`src/rtl/ffra_pkg.sv`:
```
// Package: shared types, constants and helpers for the first-fit region allocator.
`timescale 1ns / 1ps
package ffra_pkg;

  localparam int ADDR_W = 48;
  localparam int LEN_W  = 32;
  localparam int MAX_REGIONS_DEF = 64;
  localparam int PAGE_BYTES_DEF  = 4096;
  localparam int CFG_W = 48;
  localparam int CFG_IDX_W = 1;

  localparam logic [1:0] OP_INIT  = 2'd0;
  localparam logic [1:0] OP_ALLOC = 2'd1;
  localparam logic [1:0] OP_FREE  = 2'd2;

  localparam logic [1:0] ST_OK      = 2'd0;
  localparam logic [1:0] ST_NOFIT   = 2'd1;
  localparam logic [1:0] ST_FULL    = 2'd2;

  localparam logic [CFG_IDX_W-1:0] REG_AREA_BASE  = 1'd0;
  localparam logic [CFG_IDX_W-1:0] REG_AREA_BYTES = 1'd1;

  typedef struct packed {
    logic [1:0]        op;
    logic [ADDR_W-1:0] address;
    logic [LEN_W-1:0]  size_bytes;
  } ffra_in_t;

  typedef struct packed {
    logic [1:0]        status;
    logic [ADDR_W-1:0] alloc_address;
  } ffra_out_t;

  // Command broadcast to every cell of the row.
  typedef struct packed {
    logic [2:0]        cmd;
    logic [ADDR_W-1:0] addr;
    logic [LEN_W-1:0]  len;
  } ffra_ctl_t;

  localparam logic [2:0] CMD_NONE   = 3'd0;
  localparam logic [2:0] CMD_LOAD   = 3'd1; // cell 0 loads, others keep
  localparam logic [2:0] CMD_SHRINK = 3'd2; // target cell start += addr, len -= len
  localparam logic [2:0] CMD_DROP   = 3'd3; // cells at/after target take right neighbour
  localparam logic [2:0] CMD_INSERT = 3'd4; // cells after target take left, target loads
  localparam logic [2:0] CMD_WRITE  = 3'd5; // target loads addr/len

  function automatic logic [LEN_W-1:0] sat_add(input logic [LEN_W-1:0] a,
                                               input logic [LEN_W-1:0] b);
    logic [LEN_W:0] s;
    s = {1'b0, a} + {1'b0, b};
    return s[LEN_W] ? {LEN_W{1'b1}} : s[LEN_W-1:0];
  endfunction

endpackage

```
`src/rtl/ffra_cell.sv`:
```
// One entry of the free table: holds start and length, updated from the broadcast command.
`timescale 1ns / 1ps
module ffra_cell
  import ffra_pkg::*;
#(
  parameter int IDX_W = 6,
  parameter logic [IDX_W-1:0] IDX = '0
) (
  input  logic              clk,
  input  ffra_ctl_t         ctl,
  input  logic [IDX_W-1:0]  target,
  input  logic [ADDR_W-1:0] left_start,
  input  logic [LEN_W-1:0]  left_len,
  input  logic [ADDR_W-1:0] right_start,
  input  logic [LEN_W-1:0]  right_len,
  output logic [ADDR_W-1:0] start,
  output logic [LEN_W-1:0]  len
);

  always_ff @(posedge clk) begin
    case (ctl.cmd)
      CMD_LOAD: begin
        if (IDX == '0) begin
          start <= ctl.addr;
          len   <= ctl.len;
        end
      end
      CMD_SHRINK: begin
        if (IDX == target) begin
          start <= start + ctl.addr;
          len   <= len - ctl.len;
        end
      end
      CMD_DROP: begin
        if (IDX >= target) begin
          start <= right_start;
          len   <= right_len;
        end
      end
      CMD_INSERT: begin
        if (IDX == target) begin
          start <= ctl.addr;
          len   <= ctl.len;
        end else if (IDX > target) begin
          start <= left_start;
          len   <= left_len;
        end
      end
      CMD_WRITE: begin
        if (IDX == target) begin
          start <= ctl.addr;
          len   <= ctl.len;
        end
      end
      default: begin
      end
    endcase
  end

endmodule

```
`config.mk`:
```
export PLATFORM = sky130hd
export DESIGN_NAME = ffra_cell
export DESIGN_NICKNAME = d
export VERILOG_FILES = /design/src/rtl/ffra_pkg.sv /design/src/rtl/ffra_cell.sv
export SDC_FILE = /design/constraint.sdc
export NUM_CORES = 1
export LEC_CHECK = 0
export ABC_CLOCK_PERIOD_IN_PS = 21500
export BUFFER_PORTS_ARGS = -buffer_cell sky130_fd_sc_hd__buf_2
export CAP_MARGIN = 20
export CORE_AREA = 4 4 137 139
export DETAILED_ROUTE_END_ITERATION = 8
export DIE_AREA = 0 0 141 143
export GPL_ROUTABILITY_DRIVEN = 0
export PLACE_DENSITY = 0.79
export RECOVER_POWER = 25
export SLEW_MARGIN = 20
export SYNTH_ARGS = -nofsm -noshare
export SYNTH_HDL_FRONTEND = slang
export SYNTH_SLANG_ARGS = --single-unit
```
`constraint.sdc`:
```
create_clock -name clk -period 21.5 [get_ports clk]
set_clock_uncertainty 0.15 [all_clocks]
set_input_delay 4.3 -clock clk [delete_from_list [all_inputs] [get_ports clk]]
set_output_delay 4.3 -clock clk [all_outputs]
set_load 0.005 [all_outputs]
```
Word level (Yosys, flattened, before mapping)
Index checks and enable logic that the tools add are counted.
Operators by class
  $add $sub $neg: 2
  multiply operators: 0
  divide/modulo/power cells: 0
  magnitude comparators: 2
  equality and inequality tests: 9
  shift operators: 0
  multiplexer cells: 12
  bitwise operators: 0
  reductions and logical operators: 3
Operators by type and width (number)
  2-to-1 mux 48 bit: 5
  case mux 48 bit (5 select lines): 1
  2-to-1 mux 32 bit: 5
  case mux 32 bit (5 select lines): 1
  adder 48 bit: 1
  subtractor 32 bit: 1
  == test 3 x 2 -> 1 bit (second input constant): 2
  == test 3 bit (second input constant): 2
  >= comparator 1 x 6 -> 1 bit (first input constant): 1
  > comparator 1 x 6 -> 1 bit (first input constant): 1
  logical NOT 6 bit: 1
  != test 2 bit (second input constant): 3
  AND reduction 5 bit: 1
  nonzero test 5 bit: 1
  == test 3 x 1 -> 1 bit (second input constant): 1
  != test 3 bit (second input constant): 1
Storage, ports and cells
  bits in registers: 80
  latch bits: 0
  bits in writable memories: 0
  ROM bits: 0
  input port bits: 250
  output and inout bits: 80
  logic and storage cells: 30
  memories: 0

Depth between registers and ports, before layout
  word-level depth: 4
  depth in mapped cells: 14
  mapped depth without buffers: 14

Worst setup path after synthesis
No wires, ideal clock.
  kind: in2reg
  from: in target[2]
  to: reg len[0], enable pin
  library setup time: 0.546 ns
  data arrival time: 9.089 ns
  data required time: 20.804 ns
  setup slack: 11.714 ns
  stages on the path: 6
  buffers on the path: 2
  path through: nor2_1 -> and3_1 -> clkbuf_1 -> clkbuf_1 -> a21oi_1 -> o22ai_1
On the way
  cells in the longest elaborated chain, start to end: 3
  elaborated cells between the ends (all ways): 8
  classes of those cells: order compare (2); eq/ne (4); reduce/logical (2)
RTL lines
  start: declaration: line ffra_cell.sv:11  | input logic [IDX_W-1:0] target,
  > comparator 1 x 6 -> 1 bit (tied with other cells): line ffra_cell.sv:44  | end else if (IDX > target) begin
  != test 3 bit (no source line) or != test 2 bit (tied branches)
  AND reduction 5 bit (no source line) *
  end signal: assignment: line ffra_cell.sv:43  | len <= ctl.len;
  end signal: assignment: line ffra_cell.sv:46  | len <= left_len;
  end signal: assignment: line ffra_cell.sv:52  | len <= ctl.len;
  end: declaration: line ffra_cell.sv:17  | output logic [LEN_W-1:0] len
Mark *: on every way between the ends. The rest lies on a longest branch, timed or not.
A chain may end at the register's enable or synchronous reset.

Worst setup path after layout
  from: in ctl[32] in the netlist's numbering
  to: reg start[42] (data pin)
On the way
  cells in the longest elaborated chain, start to end: 3
RTL lines
  start: declaration: line ffra_cell.sv:10  | input ffra_ctl_t ctl,
  adder 48 bit: line ffra_cell.sv:30  | start <= start + ctl.addr;
  2-to-1 mux 48 bit: line ffra_cell.sv:29  | if (IDX == target) begin
  case mux 48 bit (5 select lines): line ffra_cell.sv:21  | case (ctl.cmd)
  end signal: assignment: line ffra_cell.sv:24  | start <= ctl.addr;
  end signal: assignment: line ffra_cell.sv:30
  end signal: assignment: line ffra_cell.sv:36  | start <= right_start;
  end: declaration: line ffra_cell.sv:16  | output logic [ADDR_W-1:0] start,
No other way between the ends. The select of a mux whose other input is x is not followed.

==> metrics.md <==
| Metric | Value |
|---|---|
| Initial core utilization | `0.489` |
| Worst slew pin tran | `1140 ps` |
| Max-slew violations | `0` |
| CTS clk-pin slew, worst paths | `60 ps` |
| Chip height | `143 um` |
| Syn Nets | `1360` |
| Global Route met2 Usage | `0.498` |
| Leading cell types by count after synthesis | `121 x nand2_1, 108 x a21oi_1, 82 x o21ai_0` |
| Share of the synthesized area in the top cell type | `0.278` |
| Area after DPL | `10500 um^2` |
| Sw Pwr | `0.179 mW` |
| Min Hold Slack | `683 ps` |
| Sequential fraction of the synthesis area | `0.278` |
| Part of the power in registers | `0.356` |
| Crit path kind | `input pin to flop` |
| Max_slew headroom | `0.237` |
| Finish-stage setup viols | `0` |
| Drt wl/cell | `19.8 um` |
| Mapped Cells | `1030` |
| Worst slack, placed | `13790 ps` |
| Core Area | `17700 um^2` |
| CTS buffer count | `9` |
| Final std cells w/o fill | `1566` |
| Worst setup EP type | `flop` |
| Post-synth EDFFs | `80` |
| Global-route wire length before repair | `47000 um` |
| Detail Placement HPWL | `24200 um` |
| Met3 GRT Util | `0.0452` |
| Final Util | `0.605` |
| I/O pins | `330` |
| Vias/cell | `6.08` |
| Die ar. | `20200 um^2` |
| H-tree levels | `3` |
| Post-CTS Resized | `0` |
| Vias | `9517` |
| Minimum clock period | `7380 ps` |
| Yosys warnings | `0` |
| Type of the most critical hold path | `flop to flop` |
| Top-count cell post-synth | `nand2_1` |
| Maximum number of pins on one net before global-route repair | `53` |
| Comb power frac | `0.374` |
| Post-Syn Area | `8630 um^2` |
| Clock Path Buffers | `2` |
| Total grt overflow | `0` |
| Total of max-cap violations | `0` |
| Total GRT Usage | `0.290` |
| Final worst-path cycle share | `0.343` |
| Remaining routing DRC violations | `0` |
| Cell Int Power | `0.344 mW` |
| CTS root buf | `clkbuf_16` |
| Crit path DAT | `7320 ps` |
| Synth unique cells | `69` |
| Worst VDD drop | `37.7 uV` |
| Fin worst setup slack | `14120 ps` |
| Total Neg Setup Slack | `0 ps` |
| Vias in the first global route | `9249` |
| # nets final | `1660` |
| Met1 Use GR | `0.365` |
| Number of synthesized register bits | `80` |
| Syn avg cell area | `8.38 um^2` |
| Share of cells above drive strength 1 | `0.255` |
| CTS tree | `yes` |
| Clock latency on the worst-skew pair | `340 ps` |
| Reg2Reg Depth | `12` |
| DR pass1 iterations | `5` |
| Gr busiest metal | `met2` |
| Cell taking the most area after synthesis | `edfxtp_1` |
| Total power | `0.524 mW` |
| Post-CTS Setup Bufs | `0` |
| Hold Violations, Final | `0` |
| Syn-to-layout area delta | `23.6%` |
| WHS Path Cells | `4` |
| Synth area leaders | `edfxtp_1 28%, ha_1 11%, a21oi_1 6.3%` |
| Static leakage | `4.87 nW` |
| Max Fclk | `0.135 GHz` |
| Status | `finished, final reports clean` |
| CP required | `21440 ps` |
| Crit Path Max Fanout | `4` |
| Die width | `141 um` |
| Power Density | `49.1 nW/um^2` |
| DRT Wirelength | `31100 um` |
| Sw Ratio | `0.342` |
| Hold buffer count at CTS | `0` |
| Unrepaired setup endpoints after global routing | `false` |
| Routed Antenna Nets | `0` |
| Sink Count | `80` |
| Most used DFF post-synth | `edfxtp_1` |
| Fraction of registers with async set/reset | `0` |
| Setup crit start kind | `input pin` |
| Port Buffers | `329` |
| Initial antenna violation count | `0` |
| Placed cells | `1548` |
| Clock Power Share | `0.270` |
| Finished layout cell area | `10700 um^2` |
| Row cnt | `49` |
| Initial drt markers | `745` |
[power groups by stage]
stage               Combinational [mW]  Sequential [mW]  Clock, mW
floorplan                        0.127            0.190          0
global placement                 0.190            0.190          0
detailed placement               0.193            0.190          0
CTS                              0.195            0.186      0.144
global route                     0.217            0.187      0.150
finish                           0.196            0.187      0.141
[cell usage in the layout (no fill, tap or decap), drive strengths merged, types with 6 or more instances in the layout]
| cell type | n |
|---|---|
| a211oi | 6 |
| a21o | 43 |
| a21oi | 111 |
| a221o | 20 |
| a221oi | 11 |
| a222oi | 30 |
| a2bb2oi | 6 |
| a31oi | 18 |
| and3 | 6 |
| buf | 305 |
| clkbuf | 45 |
| edfxtp | 80 |
| ha | 78 |
| inv | 47 |
| mux2i | 8 |
| nand2 | 121 |
| nand2b | 12 |
| nand3 | 15 |
| nand4 | 13 |
| nor2 | 68 |
| nor2b | 7 |
| nor3 | 10 |
| o21a | 6 |
| o21ai | 88 |
| o21bai | 11 |
| o221ai | 14 |
| o22ai | 6 |
| o31ai | 6 |
| xnor2 | 36 |
| xor2 | 38 |
[logic make-up (layout without fill, tap and decap cells)]
kind of cell             after synthesis  count (layout)  share of synthesized area
other                                  0               2                          0
flip-flops                            80              80                      0.278
AND/OR/NAND/NOR                      278             278                      0.146
buffers and inverters                 97             402                     0.0454
AO/OA/AOI/OAI                        413             413                      0.329
adder cells (fa/ha/maj)               80              80                      0.118
multiplexers                           8               8                    0.00928
XOR/XNOR                              74              74                     0.0751
[metal layers]
layer	part of all wire	vias to the layer above
met5	0	-
met4	0.031	0
met3	0.077	73
met2	0.48	444
met1	0.41	4443
li1	-	4557
[worst max-delay path, stage by stage]
cell      delay (ps)
buf_2            110
ha_1             230
fa_1             410
a21o_1           220
a31oi_1          190
o21bai_1         150
o211a_1          320
nor4_1           460
nor2_1           160
a211oi_2         260
or3_1            170
xnor2_1           60
a221o_1          290
[registers in the layout (all words and copies together), names as in the netlist]
signal,count
start,48
len,32
[worst paths after layout]
check / slack (ps) / endpoint / start
worst min-delay path: 680 / start[0] / start[0]
worst max-delay path: 14120 / start[42] / ctl[32]
worst min register to register: 680 / start[0] / start[0]
worst max register to register: 17800 / start[42] / start[0]
[cell type report]
type                    instances  area [um^2]
diodes                          2         5.00
clock buffers                  11          233
inverters                      47          176
multi-input cells             853         5870
fillers                      1644         6980
well taps                     229          287
repair buffers                339         1680
clock inverters                 5         23.8
flip-flops and latches         80         2400
No activity file was read; power rests on OpenSTA's default activity.
